## src/sv/aphm_ram.sv

```systemverilog
// ============================================================================
// aphm_ram: generic single-port-write, single-port-read memory
// One write and one read per cycle; the read data is registered.
// ============================================================================
module aphm_ram #(
    parameter int WIDTH = 15,
    parameter int DEPTH = 192
) (
    input  logic                     i_clk,
    input  logic                     i_we,
    input  logic [$clog2(DEPTH)-1:0] i_waddr,
    input  logic [WIDTH-1:0]         i_wdata,
    input  logic [$clog2(DEPTH)-1:0] i_raddr,
    output logic [WIDTH-1:0]         o_rdata
);

    logic [WIDTH-1:0] r_mem [DEPTH];
    logic [WIDTH-1:0] r_rdata;

    always_ff @(posedge i_clk) begin
        if (i_we) begin
            r_mem[i_waddr] <= i_wdata;
        end
        r_rdata <= r_mem[i_raddr];
    end

    assign o_rdata = r_rdata;

endmodule

```

## config.mk

```make
export PLATFORM = sky130hd
export DESIGN_NAME = aphm_ram
export DESIGN_NICKNAME = d
export VERILOG_FILES = /design/src/sv/aphm_ram.sv
export SDC_FILE = /design/constraint.sdc
export NUM_CORES = 2
export LEC_CHECK = 0
export BUFFER_PORTS_ARGS = -buffer_cell sky130_fd_sc_hd__buf_4
export CAP_MARGIN = 20
export CORE_ASPECT_RATIO = 1.2
export CORE_UTILIZATION = 63
export DETAILED_ROUTE_END_ITERATION = 8
export PLACE_DENSITY_LB_ADDON = 0.05
export SLEW_MARGIN = 20
export SYNTH_ARGS = -nofsm -noshare
export SYNTH_HDL_FRONTEND = slang
export SYNTH_SLANG_ARGS = --single-unit
```

## constraint.sdc

```tcl
create_clock -name i_clk -period 3.7 [get_ports i_clk]
set_input_delay 0.74 -clock i_clk [delete_from_list [all_inputs] [get_ports i_clk]]
set_output_delay 0.74 -clock i_clk [all_outputs]
set_load 0.02 [all_outputs]
```

==> out/results.txt <==
Worst R2R End: o_rdata[0]$_DFF_P_
Seq cells post-synth: 2,895
Number of post-CTS setup repair buffers: 0
Final hold vios: 0
Clock tree from TritonCTS: done
Die width: 386 um
FFs w/ async S/R, synth: 0%
CTS Root Cell: clkbuf_16
Top cell type's share of synthesized area: 77.4%
Final Skew: 0.0471 ns
Fin Setup TNS: 0 ns
DRC: 0
Sequential area share after synthesis: 77.7%
Layout Nets: 5,726
Placement Cell Area: 118,000 um^2
Setup WS post-layout: 0.543 ns
Largest net degree at the start of global routing: 130
Pre-CTS WS: -0.275 ns
IO buf count: 47
Final Instance Area: 127,000 um^2
Largest cells by area after synthesis: edfxtp_1 (77%), mux4_2 (12%), mux2i_1 (2.8%)
Status: finished clean
Max-slew headroom: 18.0%
Global route overflow: 0
Clk pin slew, worst setup/hold paths: 0.06 ns
Synth-to-Final Area Change: 13.4%
Reg2Reg Depth: 7
DP HPWL: 179,000 um
Synth Net Count: 5,170
Yosys cell types: 57
Post-synth EDFFs: 2,880
Hold_buf cts: 0
Clock sinks: 2,895
Final-report max-slew violation count: 0
CP startpoint kind: input port
CP endpoint kind: flip-flop
Die area: 179,000 um^2
Crit path time final: 3.16 ns
Post-synth top area cell: edfxtp_1
VDD IR max: 0.628 mV
Row cnt: 168
Hold_ws: 0.240 ns
Top Ports: 48
Worst Path Required: 4.53 ns
Pre-antenna DRT Iters: 7
Clock buffer depth: 4
Top-count cell post-synth: edfxtp_1
Vias: 56.6k
Mean post-synth cell area: 21.7 um^2
DR WL/cell: 35.5 um
YS warnings: 0
Min-delay src: i_wdata[2]
HP Class: in -> reg
Max-Cap Viols: 0
Worst skew pair latency: 0.93 ns
H-tree Lvls: 5
Vias per inst: 6.91
Worst flop-to-flop path startpoint: r_mem[60][0]$_DFFE_PP_
Starting density of the core: 63.7%
First-pass GRT wire length: 411,000 um
CP max FO: 18
Synthesized area: 112,000 um^2
Post-synth top flop: edfxtp_1
Vias in the first global route: 56.2k
GPL Wtd Cong: 0.910
Fmax: 317 MHz
Core area: 175,000 um^2
Worst setup path class: in -> reg
Power per Cell Area: 531 nW/um^2
Leakage: 40.9 nW
Synth cell count leaders: edfxtp_1 (2,880), mux4_2 (611), mux2i_1 (315), nor2_1 (230), nand2_1 (164)
Fin crit share: 85.3%
Setup-failing EPs final: 0
CTS Buf Count: 288
Starting DRT DRC Count: 6,756
RSZ-0062 raised after global routing: no
R2R setup slack: 0.92 ns
Die Span Y: 463 um
Resize count post-CTS: 0
Share of cells above drive strength 1: 26.8%
Drt total wl: 291,000 um
Data arrival, critical path: 3.99 ns
Hold path endpoint: r_mem[58][2]$_DFFE_PP_
Min-Delay Path Depth: 1
Post-route ant nets: 0
Initial antenna violation count: 8
Synth Instances: 5,137
Worst-Margin Slew: 1.22 ns
Total GRT Usage: 33.1%
[placed cells by master, fill, tap and decap left out, types with 5 or more instances in the layout]
cell	instances
a2111oi_0	5
a211o_1	8
a211oi_1	62
a21oi_1	70
a221oi_1	11
a22o_1	10
a22oi_1	53
a311oi_1	5
a31oi_1	9
and2_1	6
buf_12	74
buf_4	468
buf_6	15
bufinv_16	17
clkbuf_1	60
clkbuf_16	295
clkinv_1	59
clkinv_2	37
clkinvlp_4	5
dfxtp_1	15
diode_2	6
edfxtp_1	2880
inv_6	5
mux2_2	10
mux2i_1	315
mux4_1	9
mux4_2	611
nand2_1	163
nand3_1	49
nand4_1	12
nor2_1	214
nor2_2	15
nor2b_1	19
nor3_1	10
nor4_1	12
o21ai_0	5
o221ai_1	129
o22ai_1	86
[through the flow]
stage / utilization (%) / cells / total power [mW]
after floorplan: - / 5137 / 38.7
after global placement: 67.3 / 7696 / 40.5
after detailed placement: 67.3 / 7697 / 40.5
after CTS: 72.2 / 8176 / 67.6
after global routing: 72.2 / 8178 / 68.9
final: 72.2 / 8183 / 67.3
[logic make-up after synthesis]
| family | Yosys count | share of synthesized area [%] |
|---|---|---|
| DFF | 2895 | 77.7 |
| muxes | 945 | 15.5 |
| and+or+nand+nor | 517 | 1.95 |
| AOI/OAI and AO/OA | 478 | 3.17 |
| buffers and inverters | 302 | 1.74 |
[power by group]
| group | switching, mW | internal [mW] | total [mW] |
|---|---|---|---|
| Clock | 11.7 | 15.7 | 27.4 |
| Combinational | 2.31 | 1.34 | 3.65 |
| Sequential | 0.0596 | 36.1 | 36.2 |
| Total | 14.1 | 53.2 | 67.3 |
[worst max-delay path by stage]
| stage | cells after the start | endpoint | startpoint | slack (ns) |
|---|---|---|---|---|
| after floorplan | 9 | o_rdata[13]$_DFF_P_ | i_raddr[1] | 0.83 |
| after global placement | 12 | o_rdata[5]$_DFF_P_ | i_raddr[0] | -0.71 |
| after detailed placement | 11 | o_rdata[4]$_DFF_P_ | i_raddr[0] | -0.28 |
| after CTS | 11 | o_rdata[4]$_DFF_P_ | i_raddr[0] | 0.70 |
| after global routing | 11 | o_rdata[0]$_DFF_P_ | i_raddr[0] | 0.63 |
| final | 11 | o_rdata[4]$_DFF_P_ | i_raddr[0] | 0.54 |
[routing by layer]
metal / track usage, % / routed length (um) / vias to the layer above
met5: 0 / 47 / -
met4: 14.5 / 14400 / 8
met3: 6.75 / 27300 / 604
met2: 52.4 / 143000 / 3168
met1: 45.1 / 107000 / 29900
li1: - / - / 22800
[flip-flops by register name, summed over array words and instances (netlist names)]
| signal | count |
|---|---|
| r_mem | 2880 |
| o_rdata | 15 |
[final cells by class]
class	count	area, um^2
repair buffers	562	5240
clock inverters	123	1000
flip-flops and latches	2895	86800
clock buffers	356	7620
diodes	6	15.0
multi-input cells	1940	23100
fillers	10200	48700
well taps	2295	2870
inverters	6	30.0
[worst max-delay path, cell delays in order]
cell and delay, ns:
buf_16 0.21, buf_12 0.22, buf_12 0.18, buf_4 0.26, mux2i_1 0.12, o221ai_1 0.34
o22ai_1 0.16, a211oi_1 1.00, a211oi_1 0.18, a21o_1 0.32, nor3_1 0.20
Note: power is estimated with default switching activity, not from simulation.
