$ cat src/sv/aphm_pkg.sv
// ============================================================================
// aphm_pkg: shared types, constants and arithmetic helpers
// Widths, command codes and the fixed-point helpers used by the peak meter.
// ============================================================================
package aphm_pkg;

    localparam int BIN_COUNT         = 192;
    localparam int PTR_W             = $clog2(BIN_COUNT);
    localparam int Q_W               = 15;
    localparam int SAMPLE_W          = 16;
    localparam int FRAMES_W          = 13;
    localparam int MAX_BLOCK_FRAMES  = 4096;
    localparam int MAX_SLICES        = 16;
    localparam int SLICE_W           = 5;
    localparam int SLICE_SHIFT       = 6;
    localparam int READ_INDEX_W      = 8;
    localparam int CMD_W             = 2;
    localparam int CFG_INDEX_W       = 1;
    localparam int SUM_W             = (PTR_W > READ_INDEX_W ? PTR_W : READ_INDEX_W) + 1;

    typedef enum logic [CMD_W-1:0] {
        CMD_FRAME = 2'd0,
        CMD_TICK  = 2'd1,
        CMD_READ  = 2'd2,
        CMD_CLEAR = 2'd3
    } t_command;

    typedef enum logic [CFG_INDEX_W-1:0] {
        CFG_LEVEL_DECAY = 1'b0,
        CFG_BIN_DECAY   = 1'b1
    } t_cfg_index;

    localparam logic [Q_W-1:0] LEVEL_DECAY_RESET = Q_W'(29491);
    localparam logic [Q_W-1:0] BIN_DECAY_RESET   = Q_W'(30802);

    // Q0.15 scaling, truncated toward zero.
    function automatic logic [Q_W-1:0] decay(input logic [Q_W-1:0] value,
                                             input logic [Q_W-1:0] factor);
        logic [2*Q_W-1:0] prod;
        prod = value * factor;
        return prod[2*Q_W-1:Q_W];
    endfunction

    // Magnitude of a Q1.15 sample; full scale negative saturates.
    function automatic logic [Q_W-1:0] magnitude(input logic [SAMPLE_W-1:0] sample);
        logic [SAMPLE_W-1:0] neg;
        neg = -sample;
        if (!sample[SAMPLE_W-1]) begin
            return sample[Q_W-1:0];
        end
        if (neg[SAMPLE_W-1]) begin
            return {Q_W{1'b1}};
        end
        return neg[Q_W-1:0];
    endfunction

    function automatic logic [Q_W-1:0] max_q(input logic [Q_W-1:0] a,
                                             input logic [Q_W-1:0] b);
        return (a > b) ? a : b;
    endfunction

endpackage

$ cat src/sv/aphm_div.sv
// ============================================================================
// aphm_div: iterative frame-count divider
// Restoring division of the block length by the slice count, one bit a cycle.
// ============================================================================
module aphm_div
    import aphm_pkg::*;
(
    input  logic                i_clk,
    input  logic                i_rst_n,
    input  logic                i_start,
    input  logic [FRAMES_W-1:0] i_dividend,
    input  logic [SLICE_W-1:0]  i_divisor,
    output logic                o_done,
    output logic [FRAMES_W-1:0] o_quotient
);

    localparam int COUNT_W = $clog2(FRAMES_W);

    logic               r_busy;
    logic               r_done;
    logic [COUNT_W-1:0] r_count;
    logic [FRAMES_W-1:0] r_work;
    logic [SLICE_W-1:0] r_rem;
    logic [SLICE_W-1:0] r_divisor;

    logic [SLICE_W:0]   trial;
    logic               fits;
    logic [SLICE_W:0]   n_rem;

    always_comb begin
        trial = {r_rem, r_work[FRAMES_W-1]};
        fits  = trial >= {1'b0, r_divisor};
        n_rem = fits ? (trial - {1'b0, r_divisor}) : trial;
    end

    always_ff @(posedge i_clk) begin
        if (!i_rst_n) begin
            r_busy    <= 1'b0;
            r_done    <= 1'b0;
            r_count   <= '0;
            r_work    <= '0;
            r_rem     <= '0;
            r_divisor <= '0;
        end else begin
            r_done <= 1'b0;
            if (i_start) begin
                r_busy    <= 1'b1;
                r_count   <= COUNT_W'(FRAMES_W - 1);
                r_work    <= i_dividend;
                r_rem     <= '0;
                r_divisor <= i_divisor;
            end else if (r_busy) begin
                // The remainder stays below the divisor, so it fits the narrow register.
                r_rem  <= n_rem[SLICE_W-1:0];
                r_work <= {r_work[FRAMES_W-2:0], fits};
                if (r_count == '0) begin
                    r_busy <= 1'b0;
                    r_done <= 1'b1;
                end else begin
                    r_count <= r_count - 1'b1;
                end
            end
        end
    end

    assign o_done     = r_done;
    assign o_quotient = r_work;

endmodule

$ cat config.mk
export PLATFORM = sky130hd
export DESIGN_NAME = aphm_div
export DESIGN_NICKNAME = d
export VERILOG_FILES = /design/src/sv/aphm_pkg.sv /design/src/sv/aphm_div.sv
export SDC_FILE = /design/constraint.sdc
export NUM_CORES = 1
export LEC_CHECK = 0
export CAP_MARGIN = 20
export CELL_PAD_IN_SITES_DETAIL_PLACEMENT = 0
export CELL_PAD_IN_SITES_GLOBAL_PLACEMENT = 1
export CORE_MARGIN = 1.5
export CORE_UTILIZATION = 50
export DETAILED_ROUTE_END_ITERATION = 7
export DONT_BUFFER_PORTS = 1
export PLACE_DENSITY = 0.93
export SYNTH_ARGS = -nofsm -noshare
export SYNTH_HDL_FRONTEND = slang
export SYNTH_SLANG_ARGS = --single-unit
$ cat constraint.sdc
create_clock -name i_clk -period 5 [get_ports i_clk]
set_input_delay 0.75 -clock i_clk [delete_from_list [all_inputs] [get_ports i_clk]]
set_output_delay 0.75 -clock i_clk [all_outputs]
set_load 0.02 [all_outputs]
==> impl_metrics.env, run 1 <==
export IMPL_max_cap_violations=0
export IMPL_ios=35
export IMPL_cp_required_ns=5.22
export IMPL_yosysWarnings=0
export IMPL_power_density_nw_per_um2=331.7
export IMPL_overflow=0
export IMPL_area_delta_synth_final_pct=4.996
export IMPL_hold_violations=0
export IMPL_yosysUniqueCellTypes=39
export IMPL_ctsResizeCount=0
export IMPL_maxSlewHeadroom_pct=51.86
export IMPL_core_sq_um=3028
export IMPL_antennaDiodeCount=0
export IMPL_via_per_inst=5.391
export IMPL_cts_setup_buffers=0
export IMPL_endpoint_kind="register"
export IMPL_worst_pin_slew_ns=0.7212
export IMPL_rows=20
export IMPL_crit_path_start_kind="register"
export IMPL_setup_viol=0
export IMPL_cp_max_fo=5
export IMPL_clock_sinks=29
export IMPL_synthCells=172
export IMPL_async_flop_share_pct=0
export IMPL_gr_usage_met1_pct=23.66
export IMPL_status="completed"
export IMPL_holdCritPathClass="register to register"
export IMPL_ys_ff_latch=29
export IMPL_synthesis_area_sq_um=1578
export IMPL_path_clk_slew_ns=0.10
export IMPL_skew_ns=0.008652
export IMPL_tns_ns=0
export IMPL_multi_input_area_sq_um=898.4
export IMPL_cp_arrival_ns=2.27
export IMPL_grt_use_met3_pct=5.895
export IMPL_grt_pass1_vias=1110
export IMPL_finalCriticalPeriod_ns=2.046
export IMPL_num_vias=1159
export IMPL_remaining_drc_errors=0
export IMPL_fmax_mhz=488.7
export IMPL_cts_tree="yes"
export IMPL_drive_gt1_share_pct=9.357
export IMPL_final_common_cell="dfxtp_1"
export IMPL_numCtsBuffers=5
export IMPL_cts_max_level=2
export IMPL_clock_latency_ns=0.32
export IMPL_ir_drop_mv=0.1881
export IMPL_synth_avg_cell_area_sq_um=9.173
export IMPL_nets=199
export IMPL_start_util_pct=52.11
export IMPL_clock_root_buffer="clkbuf_4"
export IMPL_routedWlPerCell_microns=13.62
export IMPL_p_leak_nw=0.6538
export IMPL_syn_num_nets=201
export IMPL_yosysSeqAreaShare_pct=36.80
export IMPL_routed_wl_mm=2.928
export IMPL_first_iter_violations=33
export IMPL_ctsHoldBuffers=0
export IMPL_use_met2_pct=30.63
export IMPL_gp_congestion=0.9104
export IMPL_place_ws_ns=2.970
export IMPL_fp_dieH_microns=59.18
export IMPL_antenna_found_initial=0
export IMPL_fillCellCount=268
export IMPL_fin_crit_sh_pct=40.93
export IMPL_grt_pass1_wl_mm=4.954
export IMPL_rsz0062_at_grt="false"
export IMPL_clk_path_buf_depth=2
export IMPL_first_pass_iters=4
export IMPL_synth_edff_count=0
export IMPL_die_x_microns=59.18
export IMPL_dp_hpwl_mm=2.167
export IMPL_path_class="register to register"
export IMPL_seq_area_sq_um=580.6
export IMPL_busiest_layer="met2"
export IMPL_dieArea_sq_um=3502
export IMPL_finalWorstSetupSlack_ns=2.954
export IMPL_grt_max_degree=37
export IMPL_port_buffer_count=0
export IMPL_ant_nets=0
export IMPL_synthFlopType="dfxtp_1"
export IMPL_track_usage_pct=18.98
export IMPL_mostFrequentLayoutCells="dfxtp_1, mux2i_1, o21ai_0, nand2_1, and2_1"
export IMPL_drv_slew=0
==> layout make-up <==
type                    count  share of cell area [%]
flip-flops and latches     29                   35.05
multi-input cells         125                   54.23
repair buffers              1                  0.4532
well taps                  44                   3.323
clock inverters             1                   1.813
inverters                   8                   1.813
clock buffers               7                   3.323
==> where the power goes <==
| part | total [mW] | internal, mW | switching, mW |
|---|---|---|---|
| sequential | 0.267 | 0.244 | 0.0224 |
| combinational | 0.0820 | 0.0422 | 0.0398 |
| clock | 0.201 | 0.119 | 0.0815 |
==> registers in the layout (all words and copies together), names as in the netlist <==
signal      flops
o_done          1
r_rem           5
r_busy          1
r_divisor       5
r_count         4
o_quotient     13
==> worst max-delay path: stages, from the launching register on <==
cell	delay, ns
dfxtp_1	0.41
inv_1	0.09
ha_1	0.15
inv_1	0.06
fa_1	0.39
a21o_2	0.24
o211ai_4	0.23
nand2_1	0.13
o221a_1	0.25
==> final timing paths <==
path,cells after the start,slack (ns),start,end
max,8,2.95,o_quotient[12],r_rem[4]
min,2,0.53,r_divisor[1],r_divisor[1]
max reg2reg,8,2.95,o_quotient[12],r_rem[4]
min reg2reg,2,0.53,r_divisor[1],r_divisor[1]
==> synthesized netlist by cell type, types with 4 or more instances <==
cell type	number	share of area, %
a31oi_1	6	2.4
dfxtp_1	29	37
nand2_1	17	4.0
ha_1	7	5.6
nor2_1	5	1.2
nor2b_1	7	2.8
mux2i_1	18	11
and2_1	12	4.8
o21ai_0	18	5.7
inv_1	8	1.9
nand3_1	4	1.3
==> logic make-up after synthesis <==
family                   synth area share (%)
AND/OR/NAND/NOR                         20.06
AO/OA/AOI/OAI                           17.53
flip-flops                              36.80
buffers and inverters                   6.265
multiplexers                            11.42
adder cells (fa/ha/maj)                 6.820
XOR/XNOR                                1.110
==> metrics by stage <==
| step | std cells | area [sq um] | power, mW | hold WS, ns | utilization, % |
|---|---|---|---|---|---|
| after floorplan | 172 | 1578 | 0.3465 | 0.4785 | - |
| after global placement | 207 | 1572 | 0.3511 | 0.4971 | 51.90 |
| after detailed placement | 207 | 1572 | 0.3538 | 0.5144 | 51.90 |
| after CTS | 215 | 1657 | 0.5538 | 0.5246 | 54.71 |
| after global routing | 215 | 1657 | 0.5769 | 0.5160 | 54.71 |
| final | 215 | 1657 | 0.5495 | 0.5330 | 54.71 |
==> per-layer routing <==
metal | vias up | wire, microns
li1 | 595 | -
met1 | 532 | 1378
met2 | 28 | 1400
met3 | 4 | 119
met4 | 0 | 29
met5 | - | 0
Note: power is estimated with default switching activity, not from simulation.
==> run 2, diff against run 1 <==
Settings changed: ABC_AREA from default to 1, CORE_UTILIZATION 50 to 39, PLACE_DENSITY 0.93 to 0.84.
Clock period 5 ns to 1.85 ns, I/O delays scaled along.
==> run 2 against run 1 <==
Via count up 11%; hold slack worse by 0.44 ns; non-clock buffer count unchanged; setup slack worse by 2.8 ns; sequential power rose to 2.7 times the previous value; synthesized cell count up 28%; wire length up 6.8%; clock skew down 0.0058 ns; maximum frequency up 21%; critical path type unchanged; largest power group unchanged.
==> impl_metrics.env, run 2 <==
export IMPL_path_class="register to register"
export IMPL_port_buffer_count=0
export IMPL_cp_max_fo=5
export IMPL_p_int_mw=1.022
export IMPL_fmax_mhz=592.7
export IMPL_numCtsBuffers=5
export IMPL_remaining_drc_errors=0
export IMPL_p_leak_nw=0.8261
export IMPL_pwr_share_clk_pct=34.0
export IMPL_yosys_top_cells_area="dfxtp_1, nand2_1, inv_1"
export IMPL_synthFlopType="dfxtp_1"
export IMPL_holdCritPathClass="input port to register"
export IMPL_fp_dieH_microns=65.31
export IMPL_synthCells=220
export IMPL_yosysMostFrequentCell="nand2_1"
export IMPL_ios=35
export IMPL_skew_ns=0.002810
export IMPL_grt_pass1_wl_mm=5.561
export IMPL_fillCellCount=395
export IMPL_cp_arrival_ns=1.90
export IMPL_core_sq_um=3689
export IMPL_antennaDiodeCount=0
export IMPL_first_pass_iters=4
export IMPL_dieArea_sq_um=4265
export IMPL_grt_max_degree=20
export IMPL_dp_hpwl_mm=2.318
export IMPL_routed_wl_mm=3.127
export IMPL_setup_viol=0
export IMPL_area_delta_synth_final_pct=8.017
export IMPL_mostFrequentLayoutCells="nand2_1, inv_1, dfxtp_1, o21ai_0, a21oi_1"
export IMPL_multi_input_area_sq_um=726.9
export IMPL_routedWlPerCell_microns=11.54
export IMPL_yosysTopAreaCellShare_pct=38.35
export IMPL_finalCriticalPeriod_ns=1.687
export IMPL_p_seq_share_pct=48.8
export IMPL_combPwrFrac_pct=17.2
export IMPL_num_vias=1284
export IMPL_yosys_area_top_type="dfxtp_1"
export IMPL_synth_common_cells="nand2_1, inv_1, dfxtp_1"
export IMPL_track_usage_pct=16.88
export IMPL_cts_setup_buffers=0
export IMPL_crit_path_start_kind="register"
export IMPL_first_iter_violations=49
export IMPL_hold_violations=0
export IMPL_cp_required_ns=2.07
export IMPL_ant_nets=0
export IMPL_finalHoldWorstSlack_ns=0.09546
export IMPL_yosysUniqueCellTypes=22
export IMPL_syn_num_nets=249
export IMPL_yosysWarnings=0
export IMPL_antenna_found_initial=0
export IMPL_rows=22
export IMPL_path_clk_slew_ns=0.06
export IMPL_placed_cell_area_sq_um=1550
export IMPL_grt_pass1_vias=1288
export IMPL_synth_edff_count=0
export IMPL_clk_path_buf_depth=2
export IMPL_worstHoldPathCells=2
export IMPL_power_density_nw_per_um2=891.4
export IMPL_clock_latency_ns=0.28
export IMPL_async_flop_share_pct=0
export IMPL_synthesis_area_sq_um=1514
export IMPL_swShare_pct=29.87
export IMPL_ys_ff_latch=29
export IMPL_endpoint_kind="register"
export IMPL_max_cap_violations=0
export IMPL_status="completed"
export IMPL_die_x_microns=65.31
export IMPL_seq_area_sq_um=580.6
export IMPL_drive_gt1_share_pct=6.726
export IMPL_gp_congestion=0.7986
export IMPL_cts_max_level=2
export IMPL_synth_avg_cell_area_sq_um=6.882
export IMPL_final_common_cell="nand2_1"
export IMPL_fin_crit_sh_pct=91.21
export IMPL_maxSlewHeadroom_pct=68.54
export IMPL_cts_tree="yes"
export IMPL_worstRegToRegCells=13
export IMPL_ir_drop_mv=0.5385
export IMPL_p_sw_uw=435.4
export IMPL_start_util_pct=41.04
export IMPL_largest_reg_flops=13
export IMPL_tns_ns=0
export IMPL_via_per_inst=4.738
export IMPL_drv_slew=0
export IMPL_worst_pin_slew_ns=0.4713
export IMPL_rsz0062_at_grt="false"
export IMPL_nets=251
export IMPL_overflow=0
export IMPL_design_area_sq_um=1635
export IMPL_clock_sinks=29
export IMPL_yosysSeqAreaShare_pct=38.35
export IMPL_clock_root_buffer="clkbuf_8"
-- run 2: changes by cell type after synthesis, sizes merged, moves of 4 or more --
cell    delta
a21oi     +12
and2      -14
clkbuf     -5
inv       +40
mux2i     -18
nand2     +43
nand3      +6
nor2       +9
nor2b      -7
o221ai     +4
-- run 2: power groups by stage --
| stage | clock [mW] | sequential [mW] | combinational, mW |
|---|---|---|---|
| 2_1_floorplan | 0 | 0.717 | 0.215 |
| 3_3_place_gp | 0 | 0.725 | 0.246 |
| 3_5_place_dp | 0 | 0.725 | 0.247 |
| 4_1_cts | 0.514 | 0.712 | 0.249 |
| 5_1_grt | 0.540 | 0.717 | 0.298 |
| 6_report | 0.495 | 0.712 | 0.251 |
-- run 2: cell type report --
| type | count | share of cell area (%) |
|---|---|---|
| multi-input combinational | 137 | 44.45 |
| tap | 48 | 3.673 |
| timing repair buffer | 1 | 0.4591 |
| inverter | 48 | 11.02 |
| clock buffer | 8 | 4.897 |
| sequential | 29 | 35.50 |
-- run 2: final timing paths --
path | to | start | slack [ns]
min | o_quotient[8] | i_rst_n | 0.1
min reg2reg | r_divisor[4] | r_divisor[4] | 0.47
max reg2reg | r_rem[3] | o_quotient[12] | 0.16
max | r_rem[3] | o_quotient[12] | 0.16
-- run 2: layer usage --
layer / global-route usage [%] / share of wire [%]
met4: 6.250 / 1.6
met3: 7.363 / 6.8
met5: 0 / 0
met2: 26.28 / 43
met1: 20.62 / 48
-- run 2: cells by family after synthesis --
family                     count (synthesis)  synth area share, %
adders and majority gates                  8                7.107
AOI/OAI and AO/OA                         42                16.20
buffers and inverters                     54                13.97
and+or+nand+nor                           86                23.80
DFF                                       29                38.35
xor gates and xnor gates                   1               0.5786
-- run 2: worst max-delay path: stages (launching register included) --
cell     delay, ns
dfxtp_1       0.31
inv_1         0.05
ha_1          0.13
inv_1         0.05
fa_1          0.42
inv_1         0.07
nand2_1       0.07
inv_1         0.06
nor2_2        0.05
nor2_4        0.12
nor2_1        0.06
nor2_1        0.09
nor2_1        0.05
nor2_1        0.08
-- run 2: timing repair --
action	in CTS	in global routing
setup endpoints to repair	0	2
gates resized for setup	0	1
hold buffers	0	0
-- run 2: stage by stage --
stage	power, mW	cells	setup slack [ns]	utilization (%)
5_1_grt	1.554	271	0.02609	44.34
4_1_cts	1.475	271	0.09524	44.20
2_1_floorplan	0.9317	220	0.1535	-
3_3_place_gp	0.9712	263	0.1922	42.03
3_5_place_dp	0.9727	263	0.1098	42.03
6_report	1.458	271	0.1627	44.34
==> run 3, diff against run 2 <==
Settings changed: ABC_AREA 1 to 0, CORE_UTILIZATION 39 to 42.
==> run 3 against run 2 <==
Via count fell by 11%; die area fell by 3.1%; total power rose by 2.0%; final cell count fell by 18%; sequential share of layout area fell by 1.8 points; critical endpoint is now r_rem[4]; largest cell class unchanged; largest power group unchanged; highest routed layer unchanged.
==> impl_metrics.env, run 3 (synthesis results as in run 1) <==
export IMPL_cp_required_ns=2.02
export IMPL_rr_endpoint="r_rem[4]"
export IMPL_fin_crit_sh_pct=97.40
export IMPL_swShare_pct=26.68
export IMPL_setup_viol=0
export IMPL_fillCellCount=375
export IMPL_multi_input_area_sq_um=925.9
export IMPL_core_sq_um=3633
export IMPL_busiest_layer="met2"
export IMPL_clock_sinks=29
export IMPL_hold_violations=0
export IMPL_regToRegSetupSlack_ns=0.05
export IMPL_ant_nets=0
export IMPL_rows=22
export IMPL_finalCriticalPeriod_ns=1.802
export IMPL_p_leak_nw=0.6781
export IMPL_ir_drop_mv=0.5329
export IMPL_p_sw_uw=396.6
export IMPL_ios=35
export IMPL_pwr_share_clk_pct=34.7
export IMPL_track_usage_pct=15.77
export IMPL_layout_cells_non_filler=223
export IMPL_num_vias=1149
export IMPL_seq_area_sq_um=583.1
export IMPL_port_buffer_count=0
export IMPL_clk_path_buf_depth=2
export IMPL_maxSlewHeadroom_pct=78.57
export IMPL_antennaDiodeCount=0
export IMPL_cp_max_fo=5
export IMPL_die_x_microns=64.29
export IMPL_max_cap_violations=0
export IMPL_cts_max_level=2
export IMPL_gp_congestion=0.8366
export IMPL_numCtsBuffers=5
export IMPL_path_class="register to register"
export IMPL_dp_cells=215
export IMPL_worstRegToRegCells=8
export IMPL_holdCritPathClass="input port to register"
export IMPL_combPwrFrac_pct=17.4
export IMPL_clock_latency_ns=0.28
export IMPL_crit_path_start_kind="register"
export IMPL_routed_wl_mm=3.035
export IMPL_dp_hpwl_mm=2.246
export IMPL_hold_path_startpoint="i_rst_n"
export IMPL_mostFrequentLayoutCells="dfxtp_1, mux2i_1, nand2_1, o21ai_0, and2_1"
export IMPL_first_pass_iters=4
export IMPL_status="completed"
export IMPL_remaining_drc_errors=0
export IMPL_routedWlPerCell_microns=13.61
export IMPL_largest_reg_flops=13
export IMPL_placed_cell_area_sq_um=1610
export IMPL_antenna_found_initial=0
export IMPL_endpoint_kind="register"
export IMPL_grt_use_met3_pct=6.514
export IMPL_fp_dieH_microns=64.29
export IMPL_whs_endpoint="r_count[3]"
export IMPL_grt_max_degree=37
export IMPL_fmax_mhz=555.0
export IMPL_first_iter_violations=27
export IMPL_totalPowerFinal_mw=1.486
export IMPL_drv_slew=0
export IMPL_dieArea_sq_um=4133
export IMPL_area_delta_synth_final_pct=9.675
export IMPL_nets=204
export IMPL_grt_pass1_vias=1104
export IMPL_overflow=0
export IMPL_via_per_inst=5.152
export IMPL_grt_pass1_wl_mm=5.009
export IMPL_design_area_sq_um=1730
export IMPL_regToRegStartpoint="o_quotient[12]"
export IMPL_path_clk_slew_ns=0.06
export IMPL_use_met2_pct=26.95
export IMPL_cp_arrival_ns=1.97
export IMPL_worst_pin_slew_ns=0.3210
export IMPL_p_seq_share_pct=47.9
export IMPL_p_int_mw=1.090
export IMPL_skew_ns=0.001702
export IMPL_start_util_pct=43.42
export IMPL_cts_tree="yes"
export IMPL_drive_gt1_share_pct=16.00
export IMPL_worstHoldPathCells=1
export IMPL_gr_usage_met1_pct=17.86
export IMPL_power_density_nw_per_um2=858.9
export IMPL_clock_root_buffer="clkbuf_8"
export IMPL_rsz0062_at_grt="true"
export IMPL_final_common_cell="dfxtp_1"
run 3: worst max path at each step:
stage                           to  cells after the start           start  slack, ns
after floorplan           r_rem[4]                      8  o_quotient[12]       0.01
after global placement    r_rem[1]                      8  o_quotient[12]       0.05
after detailed placement  r_rem[4]                      8  o_quotient[12]      -0.02
after CTS                 r_rem[3]                      8  o_quotient[12]     -0.003
after global routing      r_rem[4]                      8  o_quotient[12]      -0.03
final                     r_rem[4]                      8  o_quotient[12]       0.05
run 3: layer usage:
| layer | up-vias | share of wire, % |
|---|---|---|
| met5 | - | 0 |
| met4 | 0 | 0.26 |
| met3 | 2 | 5.6 |
| met2 | 20 | 49 |
| met1 | 526 | 45 |
| li1 | 601 | - |
run 3: power groups by stage:
stage               sequential [mW]  clock [mW]  combinational (mW)
floorplan                     0.718           0               0.220
global placement              0.723           0               0.236
detailed placement            0.724           0               0.243
CTS                           0.710       0.533               0.248
global route                  0.716       0.569               0.289
finish                        0.711       0.516               0.259
run 3: layout make-up:
class | instances | area share, %
flip-flops and latches | 29 | 33.69
clock buffers | 7 | 4.989
multi-input cells | 125 | 53.51
well taps | 48 | 3.471
inverters | 8 | 1.735
repair buffers | 6 | 2.603
run 3: stage by stage:
stage / setup TNS [ns] / utilization [%] / hold slack [ns] / worst slack (ns)
after floorplan: 0 / - / 0.4193 / 0.01449
after global placement: 0 / 44.32 / 0.3967 / 0.05178
after detailed placement: -0.02702 / 44.32 / 0.4036 / -0.01551
after CTS: -0.004428 / 46.80 / 0.1138 / -0.002582
after global routing: -0.05598 / 47.62 / 0.1037 / -0.03038
final: 0 / 47.62 / 0.1195 / 0.04809
run 3: critical path: stages (launching register included):
cell and delay, ns:
dfxtp_2 0.32, inv_2 0.05, ha_4 0.12, inv_2 0.03, fa_2 0.38, a21o_4 0.25
o211ai_4 0.23, nand2_2 0.10, o221a_1 0.21
run 3: repair_timing:
action / CTS / global route
pin swaps: 1 / 7
resized for setup: 3 / 7
hold endpoints to repair: 0 / 0
setup endpoints to repair: 2 / 6
hold buffers: 0 / 0
buffers inserted: 0 / 1
